===== src/rtl/mm2a_pkg.sv =====
// Shared types and constants for the streaming MurmurHash2A core.
// No dependencies; every other file in rtl/ imports this package.
`default_nettype none

package mm2a_pkg;

  localparam int unsigned WordW   = 32;
  localparam int unsigned CntW    = 3;
  localparam int unsigned CfgIdxW = 1;
  localparam int unsigned QDepth  = 2;
  localparam int unsigned QPtrW   = $clog2(QDepth);
  localparam int unsigned QCntW   = $clog2(QDepth + 1);
  localparam int unsigned MixCntW = 2;

  localparam logic [WordW-1:0] SeedReset = 32'h0000_0000;
  localparam logic [WordW-1:0] MultReset = 32'h5bd1_e995;

  localparam int unsigned MixShift   = 24;
  localparam int unsigned AvalShiftA = 13;
  localparam int unsigned AvalShiftB = 15;

  localparam logic [CfgIdxW-1:0] CfgSeed = 1'b0;
  localparam logic [CfgIdxW-1:0] CfgMult = 1'b1;

  // One classified word as handed from the front end to the mixing engine.
  typedef struct packed {
    logic             start;  // first word of a message: reload the seed
    logic             last;
    logic             full;   // last word carries four bytes
    logic [WordW-1:0] seed;
    logic [WordW-1:0] word;
    logic [WordW-1:0] tail;
    logic [WordW-1:0] len;
  } mm2a_job_t;

endpackage

`default_nettype wire


===== src/rtl/mm2a_front.sv =====
// Front end: accepts words, tracks message start and byte length, builds the tail.
// Depends on mm2a_pkg.
`default_nettype none

module mm2a_front import mm2a_pkg::*; (
  input  wire logic             clk_i,
  input  wire logic             rst_ni,
  input  wire logic [WordW-1:0] seed_i,
  input  wire logic             in_valid_i,
  output logic                  in_stall_o,
  input  wire logic [WordW-1:0] word_i,
  input  wire logic [CntW-1:0]  byte_count_i,
  input  wire logic             last_i,
  output logic                  push_o,
  input  wire logic             push_ready_i,
  output mm2a_job_t             job_o
);

  logic             started_q, started_d;
  logic [WordW-1:0] total_q, total_d;
  logic [WordW-1:0] base;
  logic [CntW-1:0]  cnt_sat;
  logic             accept;

  assign in_stall_o = !push_ready_i;
  assign accept     = in_valid_i && push_ready_i;
  assign push_o     = accept;

  // Counts of five to seven count as a full word.
  assign cnt_sat = byte_count_i[CntW-1] ? CntW'(4) : byte_count_i;
  assign base    = started_q ? total_q : '0;

  always_comb begin
    job_o.start = !started_q;
    job_o.last  = last_i;
    job_o.full  = byte_count_i[CntW-1];
    job_o.seed  = seed_i;
    job_o.word  = word_i;
    job_o.len   = base + WordW'(cnt_sat);
    case (cnt_sat)
      CntW'(1): job_o.tail = {24'h0, word_i[7:0]};
      CntW'(2): job_o.tail = {16'h0, word_i[15:0]};
      CntW'(3): job_o.tail = {8'h0, word_i[23:0]};
      default:  job_o.tail = '0;
    endcase

    started_d = started_q;
    total_d   = total_q;
    if (accept) begin
      if (last_i) begin
        started_d = 1'b0;
        total_d   = '0;
      end else begin
        started_d = 1'b1;
        total_d   = base + WordW'(4);
      end
    end
  end

  always_ff @(posedge clk_i or negedge rst_ni) begin
    if (!rst_ni) begin
      started_q <= 1'b0;
      total_q   <= '0;
    end else begin
      started_q <= started_d;
      total_q   <= total_d;
    end
  end

endmodule

`default_nettype wire


===== config.mk =====
export PLATFORM = sky130hd
export DESIGN_NAME = mm2a_front
export DESIGN_NICKNAME = d
export VERILOG_FILES = /design/src/rtl/mm2a_pkg.sv /design/src/rtl/mm2a_front.sv
export SDC_FILE = /design/constraint.sdc
export NUM_CORES = 1
export LEC_CHECK = 0
export BUFFER_PORTS_ARGS = -buffer_cell sky130_fd_sc_hd__buf_2
export CAP_MARGIN = 20
export CORE_MARGIN = 2
export CORE_UTILIZATION = 44
export DETAILED_ROUTE_END_ITERATION = 7
export PLACE_DENSITY = 0.81
export SLEW_MARGIN = 10
export SYNTH_ARGS = -nofsm -noshare
export SYNTH_HDL_FRONTEND = slang
export SYNTH_SLANG_ARGS = --single-unit

===== constraint.sdc =====
create_clock -name clk_i -period 4.25 [get_ports clk_i]
set_input_delay 0.6375 -clock clk_i [delete_from_list [all_inputs] [get_ports clk_i]]
set_output_delay 0.6375 -clock clk_i [all_outputs]
set_load 0.01 [all_outputs]

Yosys cells after proc, flatten, opt, wreduce, memory -nomap -nowiden
Index checks and enable logic that the tools add are counted.
W data, S select, Z words.

cells by class
  add/subtract/negate cells = 2
  equal/unequal tests = 3
  mux-type cells = 5
  reductions and logical operators = 3

operators with widths
  cell                     count
  $pmux W24 S3             1
  $mux W32                 2
  $add A32 B3 Y32          1
  $add A32 B3 Y32 const B  1
  $eq A3 B2 Y1 const B     2
  $eq A3 B1 Y1 const B     1
  $mux W3                  1
  $logic_not A1 Y1         2
  $logic_and A1 B1 Y1      1
  $mux W1                  1

storage, ports and cells
  register bits = 33

Logic depth before layout (Yosys ltp)
  depth in word-level cells = 3
  depth in mapped cells = 12
  depth with buffers taken out = 8

Worst setup path after synthesis
No wires, ideal clock.

  kind = reg2out
  start point = register started_q
  end point = output job_o[20] (netlist name)
  setup slack = 0.894 ns
  required time = 3.612 ns
  stages on the path, launching flop included = 13
  arrival = 2.718 ns
  cell sequence = dfrtp_1 -> buf_4 -> buf_6 -> buf_2 -> clkbuf_1 -> and2_1 -> ha_1 -> fa_1 -> maj3_1 -> and2_1 -> nand3_1 -> nor2_1 -> xnor2_1

RTL lines
  item                      RTL line          source
  start: declaration        mm2a_front.sv:19  logic started_q, started_d;
  start signal: assignment  mm2a_front.sv:65  started_q <= started_d;
  end: declaration          mm2a_front.sv:16  output mm2a_job_t job_o

==> metrics.md <==
| Metric | Value |
|---|---|
| GRT Overall Usage | 21.8% |
| Total negative slack | 0 ns |
| Final setup fails | 0 |
| Num rows | 32 |
| Fin. max-slew vios | 0 |
| Crit path depth | 10 |
| Critical Path Source Type | input port |
| Multi-input gate area | ~1900 um2 |
| RePlAce Congestion | approximately 0.92 |
| FF+latch count, synth | 33 |
| Residual DRC | 0 |
| Crit path kind | in -> out |
| Tmin final | between 3 and 4 ns |
| Vias in the first global route | approximately 3,100 |
| P per Cell Area | about 210 nW/um2 |
| Number of diodes | 0 |
| Sink Count | 33 |
| Initial DRC count | between 200 and 300 |
| Clock Skews | between 0.004 and 0.005 ns |
| Slowest CP cell | nor2b_1 |
| DR vias | around 3,400 |
| Tcrit/Tclk final | a little over four fifths |
| Initial cell density of the core | 44.9% |
| # port buffers | 116 |
| Register area | ~830 um2 |
| CTS buffer count | 5 |
| DP Wirelength | 7120 um |
| Maximum VDD drop | about 0.093 mV |
| Delay-heaviest family, CP | simple AND/OR/NAND/NOR gates |
| Layout cell share with drive strength beyond 1 | between 30% and 40% |
| First-pass GRT wire length | between 15,000 and 20,000 um |
| Cells on worst reg2reg path | 6 |
| CP peak stage delay | roughly 0.43 ns |
| Pin count of the biggest net entering global routing | 44 |
| Final hold violations | 0 |
| Resized cells post-CTS | 0 |
| Core area | around 7600 um2 |
| CTS Hold Bufs | 0 |
| Buffer and inverter count on the worst path | 2 |
| Post-Syn Area | around 3400 um2 |
| CTS Root Cell | clkbuf_8 |
| Pleak | 1.67 nW |
| Per-cell routed wire length | 16.3 um |
| Worst slew margin | between 40 and 50% |
| CTS tree | done |
| Arrival @ worst endpoint | 2.96 ns |
| Async set-reset flop share out of synthesis | between 90% and 100% |
| Run status | completed |
| Worst-case hold slack | approximately 0.42 ns |
| IO Count | about 210 |
| CP dominant cell by count | buf_2 |
| Remaining Overflow, GRT | 0 |
| Die width | 92.4 um |
| EDFF count, synth | 0 |
| Count of cell types in the netlist | 50 |
| Initial antenna violation count | 0 |
| Hold/Removal Path Class | in -> async |
| Crit. End Element | output port |
| Synth Flop Type | dfrtp_1 |
| DIE AREA | ~8500 um2 |
| Max_cap viols | 0 |
| Gate Count Post-Synth | between 400 and 500 |
| Detailed Route WL | ~9700 um |
| Max Clk Rate | between 0.2 and 0.3 GHz |
| First-pass detailed-route iteration total | 5 |
| Layout Area Growth over Synthesis | 5.94% |
| Vias per cell | 5.74 |
| # nets final | between 500 and 600 |
| Synth Warn # | 0 |
| ANT nets after route | 0 |
| CP cell instances | buf_2 > nor2b_1 > ha_1 > fa_1 > maj3_1 > and2_1 > nand3_1 > nor2_1 > xnor2_1 > buf_2 |
| RSZ-0062 raised after global routing | no |
| Height of the die | approximately 92 um |
| Clk pin slew, worst setup/hold paths | roughly 0.07 ns |
| H-tree levels | 2 |
| Sequential-to-total area share from yosys stat | around a quarter |
| Clock Latency Late Sink | between 0.2 and 0.3 ns |
| CTS Buffer Depth | 2 |
| Fillers | 772 |
| Worst-margin pin slew | 0.832 ns |
| CP required | 3.61 ns |
| Synth Area per Inst | roughly 7.6 um2 |
| Post-CTS Setup Inserts | 0 |
| Reg2reg setup slack | about 1.8 ns |
| CP Max Fanout | 10 |
cells in the mapped netlist, types with 11 or more instances:
| cell type | instances | area share [%] |
|---|---|---|
| nand2_1 | 57 | 6.2 |
| nand3_1 | 28 | 4.1 |
| o21ai_0 | 24 | 3.5 |
| xnor2_1 | 16 | 4.1 |
| nor2_1 | 26 | 2.8 |
| o31ai_1 | 12 | 2.6 |
| clkbuf_1 | 13 | 1.4 |
| nor2b_1 | 11 | 2.0 |
| and2_1 | 16 | 2.9 |
| buf_4 | 76 | 17 |
| dfrtp_1 | 33 | 24 |
| and3_1 | 11 | 2.0 |
worst paths after layout:
path	end	start
min reg2reg	total_q[31]	total_q[31]
max	job_o[18]	byte_count_i[2]
max reg2reg	total_q[21]	started_q
max in group asynchronous	total_q[26]	rst_ni
min	total_q[4]	rst_ni
min in group clk_i	total_q[31]	total_q[31]
metal layers:
layer / vias up / GRT usage [%] / part of all wire [%]
li1: 1570 / - / -
met1: 1580 / 27.0 / 40
met2: 221 / 36.4 / 48
met4: 0 / 8.71 / 2.4
met3: 29 / 5.37 / 9.7
met5: - / 0 / 0
metrics by stage:
stage	power, W	area [um2]	worst slack, ns	utilization [%]	cells
floorplan	0.000497	3460	0.894	-	460
global placement	0.000501	3540	0.789	46.3	584
CTS	0.000772	3640	0.638	47.6	592
finish	0.000771	3640	0.648	47.6	592
detailed placement	0.000505	3540	0.649	46.3	584
global route	0.000799	3640	0.407	47.6	592
logic make-up after synthesis:
family,after synthesis,synth area share [%]
AO/OA/AOI/OAI,78,14.4
XOR/XNOR,26,6.63
adder cells (fa/ha/maj),5,1.89
buffers and inverters,110,20.9
flip-flops,33,24.0
other,1,0.109
AND/OR/NAND/NOR,200,32.0
cell type report:
cell class	count	share of cell area (%)
multi-input cells	317	52.7
clock buffers	7	2.65
inverters	9	0.928
flip-flops and latches	33	22.7
repair buffers	123	17.4
clock inverters	1	0.138
well taps	102	3.51
cell usage in the layout (no fill, tap or decap), drive strengths merged, types with 12 or more instances in the layout:
master	n
xnor2	16
nand3	29
dfrtp	33
o21ai	30
nand2	59
o31ai	12
nand4	13
buf	123
nor2	26
and2	16
sequential cells by signal, summed over array words and instances, names as in the netlist:
name and cells:
total_q 32, started_q 1
worst register-to-register path, cell delays in order (launching register included):
cell,delay (ns)
dfrtp_1,0.36
buf_4,0.41
nand3_1,0.28
nor4_2,0.45
nand3_1,0.28
or4_1,0.48
nand3_1,0.10
report_power, final:
| part | total (W) | internal, W | switching (W) |
|---|---|---|---|
| Combinational | 0.000166 | 0.0000578 | 0.000108 |
| Clock | 0.000269 | 0.000146 | 0.000123 |
| Sequential | 0.000336 | 0.000323 | 0.0000134 |
Power figures use the tool's default switching activity.
