==> config.mk <==
export PLATFORM = sky130hd
export DESIGN_NAME = mm2a_back
export DESIGN_NICKNAME = d
export VERILOG_FILES = /design/src/rtl/mm2a_pkg.sv /design/src/rtl/mm2a_back.sv
export SDC_FILE = /design/constraint.sdc
export NUM_CORES = 2
export LEC_CHECK = 0
export BUFFER_PORTS_ARGS = -buffer_cell sky130_fd_sc_hd__buf_2
export CAP_MARGIN = 20
export CORE_MARGIN = 5
export CORE_UTILIZATION = 60
export DETAILED_ROUTE_END_ITERATION = 16
export PLACE_DENSITY_LB_ADDON = 0.1
export SLEW_MARGIN = 10
export SYNTH_ARGS = -nofsm -noshare
export SYNTH_HDL_FRONTEND = slang
export SYNTH_SLANG_ARGS = --single-unit
==> constraint.sdc <==
create_clock -name clk_i -period 8.45 [get_ports clk_i]
set_clock_uncertainty 0.15 [all_clocks]
set_input_delay 1.2675 -clock clk_i [delete_from_list [all_inputs] [get_ports clk_i]]
set_output_delay 1.2675 -clock clk_i [all_outputs]
set_load 0.005 [all_outputs]
==> src/rtl/mm2a_pkg.sv <==
// Shared types and constants for the streaming MurmurHash2A core.
// No dependencies; every other file in rtl/ imports this package.
`default_nettype none

package mm2a_pkg;

  localparam int unsigned WordW   = 32;
  localparam int unsigned CntW    = 3;
  localparam int unsigned CfgIdxW = 1;
  localparam int unsigned QDepth  = 2;
  localparam int unsigned QPtrW   = $clog2(QDepth);
  localparam int unsigned QCntW   = $clog2(QDepth + 1);
  localparam int unsigned MixCntW = 2;

  localparam logic [WordW-1:0] SeedReset = 32'h0000_0000;
  localparam logic [WordW-1:0] MultReset = 32'h5bd1_e995;

  localparam int unsigned MixShift   = 24;
  localparam int unsigned AvalShiftA = 13;
  localparam int unsigned AvalShiftB = 15;

  localparam logic [CfgIdxW-1:0] CfgSeed = 1'b0;
  localparam logic [CfgIdxW-1:0] CfgMult = 1'b1;

  // One classified word as handed from the front end to the mixing engine.
  typedef struct packed {
    logic             start;  // first word of a message: reload the seed
    logic             last;
    logic             full;   // last word carries four bytes
    logic [WordW-1:0] seed;
    logic [WordW-1:0] word;
    logic [WordW-1:0] tail;
    logic [WordW-1:0] len;
  } mm2a_job_t;

endpackage

`default_nettype wire

==> src/rtl/mm2a_back.sv <==
// Mixing engine: runs the mix steps, tail and length mixes, the final avalanche,
// and holds the result register. Depends on mm2a_pkg.
`default_nettype none

module mm2a_back import mm2a_pkg::*; (
  input  wire logic             clk_i,
  input  wire logic             rst_ni,
  input  wire logic [WordW-1:0] mult_i,
  input  wire logic             job_valid_i,
  output logic                  job_pop_o,
  input  wire mm2a_job_t        job_i,
  output logic                  out_valid_o,
  input  wire logic             out_stall_i,
  output logic [WordW-1:0]      hash_o
);

  typedef enum logic [4:0] {
    StIdle = 5'b00001,
    StMixA = 5'b00010,
    StMixB = 5'b00100,
    StAval = 5'b01000,
    StDone = 5'b10000
  } back_state_e;

  back_state_e        state_q, state_d;
  logic               out_valid_q, out_valid_d;
  logic [WordW-1:0]   hash_q, hash_d;
  logic [WordW-1:0]   acc_q, acc_d;
  logic [WordW-1:0]   k_q, k_d;
  logic [WordW-1:0]   k2_q, k2_d;
  logic [WordW-1:0]   k3_q, k3_d;
  logic [MixCntW-1:0] n_q, n_d;
  logic               last_q, last_d;
  logic [WordW-1:0]   k1_q, k1_d;
  logic [WordW-1:0]   hm_q, hm_d;
  logic [WordW-1:0]   p_q, p_d;

  logic [WordW-1:0]   km;
  logic [WordW-1:0]   mix_b;
  logic [WordW-1:0]   aval;
  logic [WordW-1:0]   h_now;
  logic               finish_word;
  logic               do_load;

  assign out_valid_o = out_valid_q;
  assign hash_o      = hash_q;

  // Second half of a mix: finish the key and fold it into the premultiplied hash; aval is the first avalanche step.
  assign km    = k1_q ^ (k1_q >> MixShift);
  assign mix_b = hm_q ^ (km * mult_i);
  assign aval  = acc_q ^ (acc_q >> AvalShiftA);

  // A non-last word ends in the mix B state, so the next word, if one is queued, loads right then.
  assign finish_word = (state_q == StMixB) && (n_q == MixCntW'(1)) && !last_q;
  assign do_load     = job_valid_i && ((state_q == StIdle) || finish_word);
  assign job_pop_o   = do_load;
  assign h_now       = (state_q == StMixB) ? mix_b : acc_q;

  always_comb begin
    state_d     = state_q;
    out_valid_d = out_valid_q;
    hash_d      = hash_q;
    acc_d       = acc_q;
    k_d         = k_q;
    k2_d        = k2_q;
    k3_d        = k3_q;
    n_d         = n_q;
    last_d      = last_q;
    k1_d        = k1_q;
    hm_d        = hm_q;
    p_d         = p_q;

    if (out_valid_q && !out_stall_i) begin
      out_valid_d = 1'b0;
    end

    unique case (state_q)
      StIdle: begin
      end
      StMixA: begin
        k1_d    = k_q * mult_i;
        hm_d    = acc_q * mult_i;
        state_d = StMixB;
      end
      StMixB: begin
        acc_d = mix_b;
        if (n_q != MixCntW'(1)) begin
          k_d     = k2_q;
          k2_d    = k3_q;
          n_d     = n_q - 1'b1;
          state_d = StMixA;
        end else if (last_q) begin
          state_d = StAval;
        end else begin
          state_d = StIdle;
        end
      end
      StAval: begin
        p_d     = aval * mult_i;
        state_d = StDone;
      end
      StDone: begin
        if (!out_valid_q || !out_stall_i) begin
          hash_d      = p_q ^ (p_q >> AvalShiftB);
          out_valid_d = 1'b1;
          state_d     = StIdle;
        end
      end
      default: begin
        state_d = StIdle;
      end
    endcase

    // The mix sequence of a word: one mix for a body word, then for a last word
    // either word, zero tail and length, or tail and length.
    if (do_load) begin
      acc_d   = job_i.start ? job_i.seed : h_now;
      last_d  = job_i.last;
      state_d = StMixA;
      if (!job_i.last) begin
        k_d = job_i.word;
        n_d = MixCntW'(1);
      end else if (job_i.full) begin
        k_d  = job_i.word;
        k2_d = job_i.tail;
        k3_d = job_i.len;
        n_d  = MixCntW'(3);
      end else begin
        k_d  = job_i.tail;
        k2_d = job_i.len;
        n_d  = MixCntW'(2);
      end
    end
  end

  always_ff @(posedge clk_i or negedge rst_ni) begin
    if (!rst_ni) begin
      state_q     <= StIdle;
      out_valid_q <= 1'b0;
    end else begin
      state_q     <= state_d;
      out_valid_q <= out_valid_d;
    end
  end

  always_ff @(posedge clk_i) begin
    hash_q <= hash_d;
    acc_q  <= acc_d;
    k_q    <= k_d;
    k2_q   <= k2_d;
    k3_q   <= k3_d;
    n_q    <= n_d;
    last_q <= last_d;
    k1_q   <= k1_d;
    hm_q   <= hm_d;
    p_q    <= p_d;
  end

endmodule

`default_nettype wire
Yosys cells after proc, flatten, opt, wreduce, memory -nomap -nowiden
Cells that the tools add are included.
{"block": "totals", "out_inout_bits": 34, "inputBits": 167, "regBits": 265, "word_cells": 71}
{"block": "op_classes", "n_addsub": 1, "mul": 4, "bitwise": 4, "reduce_logical": 15, "eq_ne": 9, "mux": 26}
{"op": "32-bit two-way mux", "n": 13}
{"op": "32-bit by 32-bit multiplier with 32-bit output", "n": 4}
{"op": "32-bit by 17-bit bitwise XOR with 32-bit output", "n": 1}
{"op": "32-bit by 19-bit bitwise XOR with 32-bit output", "n": 1}
{"op": "32-bit bitwise XOR", "n": 1}
{"op": "32-bit by 8-bit bitwise XOR with 32-bit output", "n": 1}
{"op": "5-bit one-hot mux with 5 select lines", "n": 1}
{"op": "5-bit two-way mux", "n": 2}
{"op": "2-bit two-way mux", "n": 4}
{"op": "4-bit two-way mux", "n": 2}
{"op": "2-bit AND reduction", "n": 3}
{"op": "5-bit by 1-bit equality test with 1-bit output, second input constant", "n": 1}
{"op": "5-bit by 2-bit equality test with 1-bit output, second input constant", "n": 1}
{"op": "5-bit by 3-bit equality test with 1-bit output, second input constant", "n": 1}
{"op": "5-bit by 4-bit equality test with 1-bit output, second input constant", "n": 1}
{"op": "5-bit equality test, second input constant", "n": 1}
{"op": "1-bit logical AND", "n": 4}
{"op": "1-bit two-way mux", "n": 4}
{"op": "2-bit nonzero test", "n": 2}
{"op": "1-bit logical NOT", "n": 3}
{"op": "3-bit != test, second input constant", "n": 1}
{"op": "3-bit AND reduction", "n": 1}
{"op": "2-bit by 1-bit equality test with 1-bit output, second input constant", "n": 1}
{"op": "1-bit logical OR", "n": 2}
{"op": "other kinds (3)", "n": 3}

Longest topological paths before layout
{"block": "logic_depth", "depth_word": 7, "depth_mapped": 30, "depth_no_buf": 27}

Worst setup path after synthesis
OpenSTA, ideal clock, no wires.
{"block": "synth_path", "kind": "input to register", "from": "in mult_i[5]", "to": "reg p_q[30] (data pin)", "t_arrival_ns": 8.137, "path_slack_ns": -0.098, "setup_time_ns": 0.261, "cell_stages": 27, "path_buffers": 3, "path_cell_list": "clkbuf_1 > clkbuf_1 > clkbuf_1 > nand2_1 > fa_1 > inv_1 > fa_1 > inv_1 > fa_1 > inv_1 > fa_1 > fa_1 > inv_1 > fa_1 > inv_1 > fa_1 > inv_1 > fa_1 > inv_1 > ha_1 > a211o_1 > a21oi_1 > o32ai_1 > o311a_1 > o41ai_2 > nor4bb_1 > a311o_1"}
{"block": "synth_via", "elab_chain_len": 1}
{"item": "start: declaration", "line": "mm2a_back.sv:8", "text": "input wire logic [WordW-1:0] mult_i,"}
{"item": "32-bit by 32-bit multiplier with 32-bit output", "line": "mm2a_back.sv:99", "text": "p_d = aval * mult_i;"}
{"item": "end signal: assignment", "line": "mm2a_back.sv:156", "text": "p_q <= p_d;"}
{"item": "end: declaration", "line": "mm2a_back.sv:36", "text": "logic [WordW-1:0] p_q, p_d;"}
Every way passes these cells.
A chain may end at the register's enable or synchronous reset.

Worst setup path after layout
{"block": "layout_path", "from": "in mult_i[3]", "to": "reg p_q[30] (data pin)"}
Same word-level chain as after synthesis.

==> reports/metrics.json <==
{
  "layout_min_cycle_time": {"value": 8.102, "unit": "ns"},
  "cts_tree": {"value": "built"},
  "synth.yosys.seq_area_share": {"value": 10.07, "unit": "%"},
  "drtAntennaViolNets": {"value": 0},
  "hpwl": {"value": 172400, "unit": "µm"},
  "globalRouteTotalUtil": {"value": 34.40, "unit": "%"},
  "placed_area": {"value": 77350, "unit": "µm²"},
  "mappedNetlistArea": {"value": 72390, "unit": "µm²"},
  "timing.final.crit_share": {"value": 95.88, "unit": "%"},
  "status": {"value": "finished clean"},
  "cts_repair_resize_count": {"value": 0},
  "critical_path.startpoint": {"value": "mult_i[3]"},
  "numCtsBuffers": {"value": 34},
  "chipHeight": {"value": 357.4, "unit": "µm"},
  "finalHoldViolations": {"value": 0},
  "design.portCount": {"value": 201},
  "placement.io_buffers": {"value": 200},
  "async_reset_ff_share": {"value": 2.264, "unit": "%"},
  "avgRoutedWirePerCell": {"value": 21.54, "unit": "µm"},
  "number_of_synthesized_flops_with_an_enable_pin": {"value": 195},
  "grt_pass1_wl": {"value": 334500, "unit": "µm"},
  "drt_drc_violations_left": {"value": 0},
  "core": {"value": 119800, "unit": "µm²"},
  "htreeDepth": {"value": 2},
  "numClockSinks": {"value": 265},
  "cap_violations": {"value": 0},
  "total_number_of_vias": {"value": 54387},
  "postLayoutCellArea": {"value": 78470, "unit": "µm²"},
  "drive_above_1_share": {"value": 8.129, "unit": "%"},
  "antenna_found_initial": {"value": 7},
  "ctsLongestPathBuffers": {"value": 3},
  "critPathKind": {"value": "input port to flip-flop"},
  "setup.worst_path.end_class": {"value": "flip-flop"},
  "violation_count_after_the_first_detailed_route_iteration": {"value": 4497},
  "syn-num-nets": {"value": 10320},
  "synth_largest_type_area_fraction": {"value": 44.33, "unit": "%"},
  "reg2reg_setup_slack": {"value": 0.45, "unit": "ns"},
  "die_x": {"value": 357.4, "unit": "µm"},
  "worst_path_largest_cell_delay": {"value": 0.58, "unit": "ns"},
  "worst-slew-pin-transition": {"value": 1.047, "unit": "ns"},
  "synth-main-ff-cell": {"value": "edfxtp_1"},
  "fp.dieArea": {"value": 127700, "unit": "µm²"},
  "worst-path-max-fanout": {"value": 20},
  "initial_core_util": {"value": 60.42, "unit": "%"},
  "grt_setup_unrepaired": {"value": "false"},
  "netlist.top_cell.by_area": {"value": "fa_1"},
  "post_cts_hold_buffer_count": {"value": 0},
  "clk_latency": {"value": 0.57, "unit": "ns"},
  "grt_overflow": {"value": 0},
  "areaGrowthSynthToFinish": {"value": 8.393, "unit": "%"},
  "gpl.final_weighted_congestion": {"value": 0.9452},
  "worst_ep_arrival_time": {"value": 8.27, "unit": "ns"},
  "postSynthRegisterBits": {"value": 265},
  "synth_cells": {"value": 8057},
  "cts.root.buffer_cell": {"value": "clkbuf_16"},
  "drt_pre_antenna_iters": {"value": 5},
  "reg2reg_from": {"value": "k1_q[29]$_DFFE_PP_"},
  "register_clock_pin_slew_on_the_reported_worst_setup_and_hold_paths": {"value": 0.06, "unit": "ns"},
  "drt-total-wl": {"value": 212700, "unit": "µm"},
  "fp-row-count": {"value": 127},
  "number_of_global_route_vias_before_repair": {"value": 58294},
  "cp-start-kind": {"value": "input port"},
  "slew_violations": {"value": 0},
  "min_delay_path_depth": {"value": 0},
  "synth.yosys.warnings": {"value": 0},
  "yosys-top-cells-count": {"value": "inv_1, fa_1, nand2_1, and2_1, ha_1"},
  "critical_path.slowest_cell": {"value": "fa_1"},
  "post-synth-top-count-cell": {"value": "inv_1"},
  "detail_route.vias_per_cell": {"value": 5.509},
  "synth_area_leaders": {"value": "fa_1, inv_1, ha_1, edfxtp_1, nand2_1"},
  "syn_avg_cell_area": {"value": 8.985, "unit": "µm²"},
  "holdCritStartpoint": {"value": "p_q[19]$_DFFE_PN_"},
  "reg2regPathDepth": {"value": 25},
  "post-cts-setup-buffer-count": {"value": 0},
  "cp.required": {"value": 8.62, "unit": "ns"},
  "maxSlewHeadroom": {"value": 30.15, "unit": "%"},
  "setup-violations-final": {"value": 0},
  "yosys.cell_types.count": {"value": 63},
  "tightest_hold_check_type": {"value": "flip-flop to flip-flop"},
  "num-nets-final": {"value": 10491},
  "max_clock_freq": {"value": 123.4, "unit": "MHz"},
  "crit_path_cell_trace": {"value": "buf_4, buf_4, nand2_1, fa_1, inv_1, fa_1, inv_1, fa_1, inv_1, fa_1, fa_1, fa_1, fa_1, inv_1, fa_1, inv_1, ha_1, a21o_1, a21oi_1, inv_1, o311a_1, o41ai_2, nor4bb_1, a311o_1"},
  "critPathMostFrequentCell": {"value": "fa_1"},
  "maximum_number_of_pins_on_one_net_before_global_route_repair": {"value": 72}
}
[registers in the layout, summed over array words and instances (netlist names)]
| signal | flops |
|---|---|
| hash_o | 32 |
| acc_q | 32 |
| k3_q | 32 |
| n_q | 2 |
| last_q | 1 |
| k2_q | 32 |
| p_q | 32 |
| hm_q | 32 |
| k_q | 32 |
| state_q | 5 |
| out_valid_o | 1 |
| k1_q | 32 |
[kinds of logic (layout without fill, tap and decap cells)]
logic type	after synthesis	in the layout	synth area share, %
compound gates	442	442	3.846
xor+xnor	390	390	4.788
fa+ha+maj	2096	2096	52.85
buf+inv	2378	2575	12.35
flops	265	265	10.07
mux	40	40	0.5531
other cells	0	6	0
simple gates	2446	2446	15.54
[cells in the final DEF, fill, tap and decap left out, drive strengths merged, types with 7 or more instances in the layout]
master / count
nand2b: 13
nand4: 13
dfxtp: 64
a21oi: 113
nor3: 21
a211oi: 40
nor2b: 46
xnor2: 276
nor2: 82
and3: 14
xor2: 112
mux2i: 40
inv: 1934
fa: 1603
o31ai: 7
o21bai: 20
ha: 493
a31oi: 48
and2: 675
or3: 9
o21ai: 101
clkbuf: 47
nand3: 27
buf: 584
a21o: 54
nand2: 1525
edfxtp: 195
o21a: 18
[metrics by stage]
| step | hold slack [ns] | setup TNS [ns] | setup slack (ns) | utilization, % | std cells |
|---|---|---|---|---|---|
| floorplan | 0.2973 | -0.02667 | -0.01378 | - | 8057 |
| global placement | 0.3001 | -0.4056 | -0.1204 | 64.56 | 9803 |
| detailed placement | 0.3096 | -1.390 | -0.2117 | 64.56 | 9803 |
| CTS | 0.3254 | 0 | 0.3937 | 65.46 | 9865 |
| global route | 0.3316 | 0 | 0.07104 | 65.48 | 9866 |
| finish | 0.3221 | 0 | 0.3484 | 65.49 | 9872 |
[worst max-delay path: cells and delay by family]
family / cells / cell delay [ns]
compound gates: 5 / 1.27
fa+ha+maj: 9 / 4.33
buf+inv: 8 / 1.13
simple gates: 2 / 0.22
[path summary, 6_finish.rpt]
| path | endpoint |
|---|---|
| worst max-delay path | p_q[30]$_DFFE_PN_ |
| worst min-delay path | hash_o[19]$_DFFE_PP_ |
| worst max register to register | acc_q[25]$_DFF_P_ |
| worst min register to register | hash_o[19]$_DFFE_PP_ |
| max in group asynchronous | state_q[0]$_DFFE_PN1P_ |
| min in group asynchronous | state_q[1]$_DFFE_PN0P_ |
[layer usage]
metal | share of wire [%] | global-route usage, % | vias to the layer above | wire (µm)
li1 | - | - | 23697 | -
met4 | 5.0 | 13.83 | 2 | 10700
met2 | 45 | 53.68 | 2587 | 94800
met5 | 0.0052 | 0 | - | 11
met1 | 40 | 47.22 | 27610 | 84980
met3 | 10 | 7.689 | 491 | 22190
[area by class of cell]
type,count,area [µm²]
Antenna cell,6,15.01
Clock buffer,46,927.1
Clock inverter,16,152.6
Fill cell,10076,41340
Inverter,1928,7237
Multi-Input combinational cell,5414,56330
Sequential cell,265,7288
Tap cell,1612,2017
Timing Repair Buffer,585,4499
Power is not shown: default switching activity piles up to over one toggle a cycle in this logic, so the estimate is an artifact.
