File: src/rtl/mm2a_pkg.sv
// Shared types and constants for the streaming MurmurHash2A core.
// No dependencies; every other file in rtl/ imports this package.
`default_nettype none

package mm2a_pkg;

  localparam int unsigned WordW   = 32;
  localparam int unsigned CntW    = 3;
  localparam int unsigned CfgIdxW = 1;
  localparam int unsigned QDepth  = 2;
  localparam int unsigned QPtrW   = $clog2(QDepth);
  localparam int unsigned QCntW   = $clog2(QDepth + 1);
  localparam int unsigned MixCntW = 2;

  localparam logic [WordW-1:0] SeedReset = 32'h0000_0000;
  localparam logic [WordW-1:0] MultReset = 32'h5bd1_e995;

  localparam int unsigned MixShift   = 24;
  localparam int unsigned AvalShiftA = 13;
  localparam int unsigned AvalShiftB = 15;

  localparam logic [CfgIdxW-1:0] CfgSeed = 1'b0;
  localparam logic [CfgIdxW-1:0] CfgMult = 1'b1;

  // One classified word as handed from the front end to the mixing engine.
  typedef struct packed {
    logic             start;  // first word of a message: reload the seed
    logic             last;
    logic             full;   // last word carries four bytes
    logic [WordW-1:0] seed;
    logic [WordW-1:0] word;
    logic [WordW-1:0] tail;
    logic [WordW-1:0] len;
  } mm2a_job_t;

endpackage

`default_nettype wire

File: src/rtl/mm2a_queue.sv
// Two-entry queue of classified words between the front end and the mixing engine.
// Depends on mm2a_pkg.
`default_nettype none

module mm2a_queue import mm2a_pkg::*; (
  input  wire logic      clk_i,
  input  wire logic      rst_ni,
  input  wire logic      push_i,
  output logic           push_ready_o,
  input  wire mm2a_job_t job_i,
  output logic           pop_valid_o,
  input  wire logic      pop_i,
  output mm2a_job_t      job_o
);

  mm2a_job_t         slots_q [QDepth];
  logic [QPtrW-1:0]  wr_ptr_q, wr_ptr_d;
  logic [QPtrW-1:0]  rd_ptr_q, rd_ptr_d;
  logic [QCntW-1:0]  count_q, count_d;

  assign push_ready_o = (count_q != QCntW'(QDepth));
  assign pop_valid_o  = (count_q != '0);
  assign job_o        = slots_q[rd_ptr_q];

  always_comb begin
    wr_ptr_d = wr_ptr_q;
    rd_ptr_d = rd_ptr_q;
    count_d  = count_q;
    if (push_i) begin
      wr_ptr_d = wr_ptr_q + 1'b1;
    end
    if (pop_i) begin
      rd_ptr_d = rd_ptr_q + 1'b1;
    end
    if (push_i && !pop_i) begin
      count_d = count_q + 1'b1;
    end else if (pop_i && !push_i) begin
      count_d = count_q - 1'b1;
    end
  end

  always_ff @(posedge clk_i or negedge rst_ni) begin
    if (!rst_ni) begin
      wr_ptr_q <= '0;
      rd_ptr_q <= '0;
      count_q  <= '0;
    end else begin
      wr_ptr_q <= wr_ptr_d;
      rd_ptr_q <= rd_ptr_d;
      count_q  <= count_d;
    end
  end

  always_ff @(posedge clk_i) begin
    if (push_i) begin
      slots_q[wr_ptr_q] <= job_i;
    end
  end

endmodule

`default_nettype wire

File: config.mk
export PLATFORM = sky130hd
export DESIGN_NAME = mm2a_queue
export DESIGN_NICKNAME = d
export VERILOG_FILES = /design/src/rtl/mm2a_pkg.sv /design/src/rtl/mm2a_queue.sv
export SDC_FILE = /design/constraint.sdc
export NUM_CORES = 1
export LEC_CHECK = 0
export ABC_AREA = 1
export BUFFER_PORTS_ARGS = -buffer_cell sky130_fd_sc_hd__buf_2
export CAP_MARGIN = 20
export CORE_MARGIN = 3
export CORE_UTILIZATION = 56
export CTS_BUF_LIST = sky130_fd_sc_hd__clkbuf_16
export DETAILED_ROUTE_END_ITERATION = 10
export PLACE_DENSITY = 0.89
export SETUP_SLACK_MARGIN = 0.2
export SYNTH_ARGS = -nofsm -noshare
export SYNTH_HDL_FRONTEND = slang
export SYNTH_SLANG_ARGS = --single-unit
File: constraint.sdc
create_clock -name clk_i -period 16.7 [get_ports clk_i]
set_input_delay 0.835 -clock clk_i [delete_from_list [all_inputs] [get_ports clk_i]]
set_output_delay 0.835 -clock clk_i [all_outputs]
set_load 0.1 [all_outputs]
* Yosys cells after proc, flatten, opt, wreduce, memory -nomap -nowiden *
Memory sizes are Yosys's and may differ from the RTL's.
Index checks and enable logic that the tools add are counted.

operators by class
  muxes and demuxes = 4
  $add $sub $neg = 4
  reduce and logical (&&, ||, !) cells = 6
  equal/unequal tests = 1

operators by type and width
  kind                   count
  $mux W2                2
  $reduce_bool A2 Y1     2
  $add A1 B1 Y1 const B  2
  $add A2 B1 Y2 const B  1
  $logic_and A1 B1 Y1    2
  $logic_not A1 Y1       2
  $mux W1                2
  $ne A2 B2 Y1 const B   1
  $sub A2 B1 Y2 const B  1

storage, ports and cells
  logic and storage cells = 19
  memory bits (writable) = 262
  register bits after elaboration = 4
  memories kept = 1
  output and inout bits = 133

memories
  name     depth  width  read ports  clocked after memory_dff  wr ports  RTL line          source
  slots_q  2      131    1           0                         1         mm2a_queue.sv:16  mm2a_job_t slots_q [QDepth];

* Logic depth before layout (Yosys ltp) *
Gate-level depths: netlist (run 1).

  depth after elaboration = 4
  mapped depth = 7

* Worst setup path after synthesis (run 1) *
No wires, ideal clock.

  path type = input-to-reg
  start = input push_i
  end = memory slots_q[0][0] in the netlist's numbering, enable pin
  arrival = 6.354 ns
  cell stages on the path = 2
  required time = 16.074 ns
  path slack = 9.720 ns
  cell sequence = inv_1 -> nor2_1

between the ends
  longest elaborated chain between the ends = 2

RTL lines
  what                           RTL line          source
  start: declaration             mm2a_queue.sv:8   input wire logic push_i,
  $mux W1                        mm2a_queue.sv:55  if (push_i) begin
  $mux W1 (not written as such)  mm2a_queue.sv:56  slots_q[wr_ptr_q] <= job_i;
  end: declaration               mm2a_queue.sv:16

No other way between the ends.

==> reports/results.tsv, run 1 <==
metric	value	unit
setup_viol	0	
drtIter0Drc	390	
syn_area_per_cell	23.07	um^2
slew_viol_final	0	
avgRoutedWirePerCell	19.33	um
crit_path_start_kind	flip-flop	
die_h	139.6	um
dp_hpwl	12750	um
ant_nets	0	
synthMuxAreaShare	17.77	%
syn-cell-area	9991	um^2
via_per_inst	5.148	
hold_buffers	0	
hold_path_class	input port to asynchronous set/reset pin	
critical_path.top_delay_family	buffers and inverters	
period_share	22.42	%
fmax	0.2670	GHz
core	17360	um^2
r2r_start	wr_ptr_q	
grt_pass1_wl	28710	um
cp_slowest_cell	buf_4	
htreeDepth	1	
cp-startpoint	rd_ptr_q	
required	15.87	ns
cts_setup_buffers	0	
drc	0	
track_usage	18.64	%
synthSimpleGateAreaFrac	0.4133	%
crit_end	job_o[65]	
reg2reg_slack	14.30	ns
worst_slack	12.96	ns
fin_nets	854	
cp_max_fo	61	
synth_top_family_by_area	multiplexers	
ys_warn_count	0	
vias	4973	
cts_made_buffers	26	
place.gp.congestion	0.8178	
ctsResizeCount	0	
critPathKind	flip-flop to primary output	
synth_fa_ha_area_share	0.1252	%
initial_core_util	57.56	%
place_ws	12.91	ns
synth_compound_area_share	0	%
ys_types	15	
end_kind	primary output	
syn-num-nets	569	
grt.overflow.total	0	
grt_pass1_vias	5221	
crit_chain	buf_4 -> mux2_4 -> buf_2	
hold_viol	0	
io_pins	268	
dieArea	19480	um^2
cp_slowest_stage_delay	0.87	ns
setup_tns	0	ns
n_fill_cell	1035	
clock_latency	0.51	ns
rows	48	
synth-xor-area-share	0.2630	%
antenna_found_initial	2	
ys_ff_latch	266	
grt_max_degree	83	
cts.sinks	266	
path_clk_slew	0.06	ns
fin_crit	3.745	ns
io_buffers	267	
critPathBufInv	2	
cts_buffer_depth	3	
timing.rr.end	slots_q[1][82]	
drtPass1Iterations	4	
cts-root-buf	clkbuf_16	
drive_gt1_share	60.03	%
finalNonFillerCells	966	
cts_tree	built	
rsz0062_at_grt	false	
crit_cells	3	
finalWirelength	18680	um
synth-seq-area-share	79.75	%
slew_headroom	27.62	%
cp.arrival	2.91	ns
outcome	finished, final reports clean	
rr_worst_depth	3	
placed_cells	914	
drv_cap	0	
worstMarginPinSlew	1.086	ns
clock_skew	0.009841	ns
synth_cells	433	
die_w	139.6	um
synthToLayoutAreaGrowth	24.03	%
-- cells by family (layout without fill, tap and decap cells) --
| family | after synthesis | count (layout) |
|---|---|---|
| xor gates and xnor gates | 3 | 3 |
| and+or+nand+nor | 10 | 10 |
| muxes | 131 | 131 |
| DFF | 266 | 266 |
| buffers and inverters | 22 | 327 |
| other | 0 | 3 |
| adders and majority gates | 1 | 1 |
-- placed cells by master, fill, tap and decap left out, types with 3 or more instances in the layout --
cell type  synthesis  layout
mux2_2            51      51
clkinv_1           0       9
diode_2            0       3
mux2_4            80      80
nand2_1            7       7
buf_4              0       4
edfxtp_1         262     262
inv_1              7       8
buf_2              5     267
dfrtp_1            4       3
bufinv_16          0       3
clkinv_2           0       6
clkbuf_16          0      27
-- worst min path at each step --
stage / from / cells past startpoint / end
after floorplan: count_q[1] / 2 / count_q[1]
after global placement: count_q[1] / 2 / count_q[1]
after detailed placement: count_q[0] / 1 / count_q[0]
after CTS: rst_ni / 1 / count_q[1]
after global routing: rst_ni / 1 / count_q[1]
final: rst_ni / 1 / wr_ptr_q
-- area by class of cell --
cell class / instances / area [um^2] / area share [%]
flip-flops and latches: 266 / 7971 / 64.33
inverters: 7 / 28.78 / 0.2322
repair buffers: 272 / 1394 / 11.25
diodes: 3 / 7.507 / 0.06058
clock buffers: 27 / 675.6 / 5.452
clock inverters: 21 / 170.2 / 1.373
well taps: 225 / 281.5 / 2.272
multi-input cells: 145 / 1863 / 15.03
-- through the flow --
stage,area (um^2),util [%],hold slack (ns)
6_report,12390,71.40,0.1198
2_1_floorplan,9991,-,0.4625
3_5_place_dp,11510,66.32,0.5066
3_3_place_gp,11510,66.32,0.4782
5_1_grt,12390,71.37,0.1001
4_1_cts,12360,71.19,0.09990
-- flip-flops by register name (all words and copies together), names as in the netlist --
register and cells:
slots_q 262, wr_ptr_q 1, count_q 2, rd_ptr_q 1
-- synthesized netlist by cell type --
cell / number / area share [%]
buf_2: 5 / 0.25
buf_6: 9 / 1.0
buf_8: 1 / 0.15
dfrtp_1: 4 / 1.0
edfxtp_1: 262 / 79
ha_1: 1 / 0.13
inv_1: 7 / 0.26
mux2_2: 51 / 5.7
mux2_4: 80 / 12
nand2_1: 7 / 0.26
nand3_1: 1 / 0.050
nand4_1: 1 / 0.063
nor2_1: 1 / 0.038
xnor2_1: 1 / 0.088
xor2_1: 2 / 0.18
-- per-layer routing --
layer | global-route usage [%] | share of wire, % | up-vias
met5 | 0 | 0.064 | -
li1 | - | - | 2289
met2 | 31.86 | 50 | 233
met4 | 5.711 | 2.4 | 2
met1 | 23.31 | 38 | 2409
met3 | 5.430 | 9.2 | 40
Power of run 1 is left out: the tool's default activity adds up to more than one toggle a clock period on the data nets, which glitch-free logic cannot reach.
==> run 2: changes to the inputs <==
Settings changed: CORE_UTILIZATION 56 to 52, PLACE_DENSITY 0.89 to 0.84.
Clock period 16.7 ns to 3.9 ns, I/O delays scaled along.
==> run 2 against run 1 <==
  * Wire length up 19%
  * Via count up 14%
  * Die area up 7.4%
==> reports/results.tsv, run 2 (synthesis results as in run 1) <==
metric	value	unit	change
outcome	finished, final reports clean		unchanged
cts_buffer_depth	3		unchanged
end_kind	primary output		unchanged
synthToLayoutAreaGrowth	37.58	%	was 24.03%
vias	5650		was 4973
drv_cap	0		unchanged
crit_path_start_kind	flip-flop		unchanged
grt_pass1_vias	6159		was 5221
rr_worst_depth	3		unchanged
clock_skew	0.008676	ns	was 0.009841 ns
htreeDepth	1		unchanged
avgRoutedWirePerCell	20.14	um	was 19.33 um
rsz0062_at_grt	false		unchanged
layout_common_cells	buf_2 (267), edfxtp_1 (262), dlygate4sd3_1 (134)		was buf_2 (267), edfxtp_1 (262), mux2_4 (80)
track_usage	20.20	%	was 18.64%
setup_tns	0	ns	unchanged
reg2reg_slack	1.86	ns	was 14.30 ns
utilization	73.24	%	was 71.40%
initial_core_util	53.23	%	was 57.56%
top_regs	slots_q x262, count_q x2		unchanged
dp_hpwl	12520	um	was 12750 um
io_buffers	267		unchanged
drc	0		unchanged
cts_setup_buffers	0		unchanged
r2r_start	wr_ptr_q		unchanged
final_common_cell	buf_2		unchanged
worstMarginPinSlew	0.9335	ns	was 1.086 ns
place_ws	1.597	ns	was 12.91 ns
cts.sinks	266		unchanged
cts_made_buffers	27		was 26
rows	50		was 48
timing.rr.end	slots_q[1][34]		was slots_q[1][82]
cts-root-buf	clkbuf_16		unchanged
drive_gt1_share	51.03	%	was 60.03%
cts_tree	built		unchanged
die_w	144.6	um	was 139.6 um
worst_slack	1.093	ns	was 12.96 ns
hold_buffers	134		was 0
drtPass1Iterations	4		unchanged
path_clk_slew	0.06	ns	about the same
cp.arrival	2.61	ns	was 2.91 ns
fin_crit	2.807	ns	
die_h	144.6	um	was 139.6 um
slew_headroom	37.77	%	was 27.62%
largest_reg_flops	262		unchanged
finalWirelength	22240	um	was 18680 um
post_dp_cell_area	11570	um^2	was 11510 um^2
grt.overflow.total	0		unchanged
slew_viol_final	0		unchanged
dieArea	20910	um^2	was 19480 um^2
fin_area	13750	um^2	was 12390 um^2
largest-register	slots_q		unchanged
antenna_cells	0		was 3
hold_path_class	input port to asynchronous set/reset pin		unchanged
fin_nets	992		was 854
ctsResizeCount	0		unchanged
drtIter0Drc	295		was 390
cp_max_fo	55		was 61
setup_viol	0		unchanged
clock_latency	0.51	ns	about the same
required	3.70	ns	was 15.87 ns
grt_max_degree	86		was 83
io_pins	268		unchanged
critPathKind	flip-flop to primary output		unchanged
fmax	0.3563	GHz	
period_share	71.96	%	
ant_nets	0		unchanged
grt_pass1_wl	32480	um	was 28710 um
core	18770	um^2	was 17360 um^2
hold_viol	0		unchanged
place.gp.congestion	0.7540		was 0.8178
antenna_found_initial	0		was 2
via_per_inst	5.118		was 5.148
run 2: cell count changes in the layout (fill, tap and decap cells not counted), sizes merged:
cell / before / now
buf: 272 / 275
bufinv: 3 / 2
clkinv: 16 / 6
clkinvlp: 0 / 3
diode: 3 / 0
dlygate4sd3: 0 / 134
inv: 9 / 12
run 2: worst max path at each step:
stage	end	slack, ns	depth (start not counted)	from
final	job_o[2]	1.09	3	rd_ptr_q
after global routing	job_o[5]	0.95	3	rd_ptr_q
after CTS	job_o[18]	1.04	3	rd_ptr_q
after detailed placement	job_o[18]	1.60	3	rd_ptr_q
after global placement	job_o[2]	1.65	3	rd_ptr_q
after floorplan	slots_q[1][0]	0.41	2	wr_ptr_q
run 2: final cells by class:
type	instances	area, um^2
clock buffer	27	675.6
clock inverter	16	131.4
fill	1055	5022
inverter	7	28.78
multi-input combinational	145	1863
sequential	266	7971
tap	234	292.8
timing repair buffer	409	2783
run 2: per-stage QoR:
| stage | std cells | hold WS [ns] |
|---|---|---|
| after floorplan | 433 | -0.1006 |
| after global placement | 926 | 0.0002272 |
| after detailed placement | 926 | 0.005558 |
| after CTS | 1103 | 0.01638 |
| after global routing | 1104 | 0.02680 |
| final | 1104 | 0.03652 |
run 2: critical path, cell delays in order, from the launching register on:
cell	delay, ns
dfrtp_4	1.02
buf_12	0.37
mux2_2	0.39
buf_2	0.29
run 2: layer usage:
metal | GRT usage [%] | wire, um | up-vias
li1 | - | - | 2556
met1 | 23.17 | 8156 | 2761
met2 | 36.94 | 11730 | 273
met3 | 4.861 | 1676 | 60
met4 | 7.020 | 669 | 0
met5 | 0 | 0 | -
Power of run 2 is left out for the same reason.
==> run 3: changes to the inputs <==
Settings changed: ABC_AREA 1 to 0.
Clock period 3.9 ns to 2.6 ns, I/O delays scaled along.
==> run 3 against run 2 <==
  * Clock skew decreased by 0.0017 ns
  * Cell count increased by 0.82%
  * Via count rose by 0.74%
  * Count of clock-buffer cells in the layout is the same
  * Setup slack got worse by 0.75 ns
  * Critical path depth is the same
  * First-iteration DRC count up 15%
==> reports/results.tsv, run 3 <==
metric	value	unit	change
die_w	144.5	um	was 144.6 um
cts.sinks	266		unchanged
final_common_cell	buf_2		unchanged
largest-register	slots_q		unchanged
synth_most_common_cell	edfxtp_1		unchanged
async_flop_share	1.504	%	unchanged
grt_pass1_wl	32500	um	was 32480 um
ys_types	16		was 15
ys_warn_count	0		unchanged
reg2reg_slack	0.96	ns	was 1.86 ns
worstMarginPinSlew	0.7522	ns	was 0.9335 ns
grt_pass1_vias	6153		was 6159
crit_path_start_kind	flip-flop		unchanged
synthToLayoutAreaGrowth	38.61	%	was 37.58%
fmax	0.4431	GHz	
outcome	finished, final reports clean		unchanged
ctsResizeCount	0		unchanged
ys.flop_type	edfxtp_1		unchanged
yosys-top-cells-count	edfxtp_1 (262), mux2_4 (80), mux2_2 (51)		unchanged
antenna_found_initial	0		unchanged
min-delay-start	job_i[98]		
cp_max_fo	24		was 55
hold_path_class	input port to flip-flop		was input port to asynchronous set/reset pin
hold_viol	0		unchanged
rr_worst_depth	2		was 3
syn_area_per_cell	23.52	um^2	was 23.07 um^2
drtIter0Drc	338		was 295
syn-cell-area	9973	um^2	was 9991 um^2
period_share	86.80	%	
critPathKind	flip-flop to primary output		unchanged
setup_viol	0		unchanged
fin_crit	2.257	ns	
layout_common_cells	buf_2 (267), edfxtp_1 (262), dlygate4sd3_1 (135)		was buf_2 (267), edfxtp_1 (262), dlygate4sd3_1 (134)
avgRoutedWirePerCell	20.40	um	was 20.14 um
ys_ff_latch	266		unchanged
antenna_cells	0		unchanged
place.gp.congestion	0.7867		was 0.7540
dp_hpwl	12860	um	was 12520 um
fin_nets	996		was 992
path_clk_slew	0.06	ns	about the same
drc	0		unchanged
synth_enable_flop_cells	262		unchanged
htreeDepth	1		unchanged
io_pins	268		unchanged
die_h	144.5	um	was 144.6 um
io_buffers	267		unchanged
end_kind	primary output		unchanged
initial_core_util	53.14	%	was 53.23%
grt_max_degree	132		was 86
drtPass1Iterations	4		unchanged
synth-seq-area-share	79.89	%	was 79.75%
setup_tns	0	ns	unchanged
rsz0062_at_grt	false		unchanged
cp-startpoint	rd_ptr_q		unchanged
cp.arrival	2.13	ns	was 2.61 ns
core	18770	um^2	unchanged
cts_buffer_depth	3		unchanged
syn-num-nets	560		was 569
grt.overflow.total	0		unchanged
r2r_start	wr_ptr_q		unchanged
holdPathEnd	slots_q[1][98]		
slew_viol_final	0		unchanged
cts-root-buf	clkbuf_16		unchanged
cts_tree	built		unchanged
hold_path_depth	2		
clock_latency	0.51	ns	about the same
required	2.47	ns	was 3.70 ns
finalWirelength	22710	um	was 22240 um
dieArea	20880	um^2	was 20910 um^2
drv_cap	0		unchanged
timing.rr.end	slots_q[1][16]		was slots_q[1][34]
drive_gt1_share	52.10	%	was 51.03%
synth_top_area_share	78.89	%	was 78.75%
rows	50		unchanged
vias	5692		was 5650
track_usage	20.32	%	was 20.20%
clock_skew	0.007003	ns	was 0.008676 ns
slew_headroom	49.85	%	was 37.77%
cts_made_buffers	27		unchanged
top_regs	slots_q x262, count_q x2		unchanged
largest_reg_flops	262		unchanged
synth_area_leaders	edfxtp_1 (79%), mux2_4 (12%), mux2_2 (5.8%)		was edfxtp_1 (79%), mux2_4 (12%), mux2_2 (5.7%)
synth_cells	424		was 433
via_per_inst	5.114		was 5.118
yosysTopAreaCell	edfxtp_1		unchanged
ant_nets	0		unchanged
## run 3: layout make-up
class / count / area [um^2]
well taps: 234 / 292.8
flip-flops and latches: 266 / 7971
inverters: 1 / 3.754
fillers: 1049 / 4943
repair buffers: 422 / 2920
multi-input cells: 142 / 1871
clock buffers: 27 / 675.6
clock inverters: 21 / 90.09
## run 3: worst max path at each step
stage | to | slack (ns)
finish | job_o[111] | 0.34
global route | job_o[111] | 0.29
CTS | job_o[3] | 0.32
detailed placement | job_o[115] | 0.68
global placement | job_o[115] | 0.74
floorplan | slots_q[0][0] | -0.19
## run 3: cells by family after synthesis
kind of cell,after synthesis,share of synthesized area [%]
XOR/XNOR,5,0.4391
adder cells (fa/ha/maj),1,0.1254
buffers and inverters,16,1.455
flip-flops,266,79.89
multiplexers,131,17.80
AND/OR/NAND/NOR,5,0.2887
## run 3: critical path, cell delays in order (launching register included)
cell and delay, ns:
dfrtp_4 0.67, buf_12 0.26, mux2_2 0.37, buf_2 0.29
## run 3: timing repair
item	CTS	global route
buffers inserted	1	0
endpoints found under the setup margin	78	0
hold buffers	135	0
hold endpoints to repair	268	0
## run 3: per-layer routing
layer	track usage, %	part of all wire, %
met2	38.38	54
met3	4.431	7.2
met1	23.15	36
met4	5.646	2.0
met5	0	0
## run 3: through the flow
step / hold WS [ns] / std cells / utilization, % / worst slack, ns / area [um^2]
2_1_floorplan: -0.1656 / 424 / - / -0.1909 / 9982
5_1_grt: 0.3246 / 1113 / 73.66 / 0.2904 / 13820
6_report: 0.3432 / 1113 / 73.66 / 0.3433 / 13820
4_1_cts: 0.3131 / 1113 / 73.66 / 0.3226 / 13820
3_3_place_gp: -0.06482 / 929 / 62.23 / 0.7370 / 11680
3_5_place_dp: -0.05692 / 929 / 62.23 / 0.6847 / 11680
Power of run 3 is left out for the same reason.
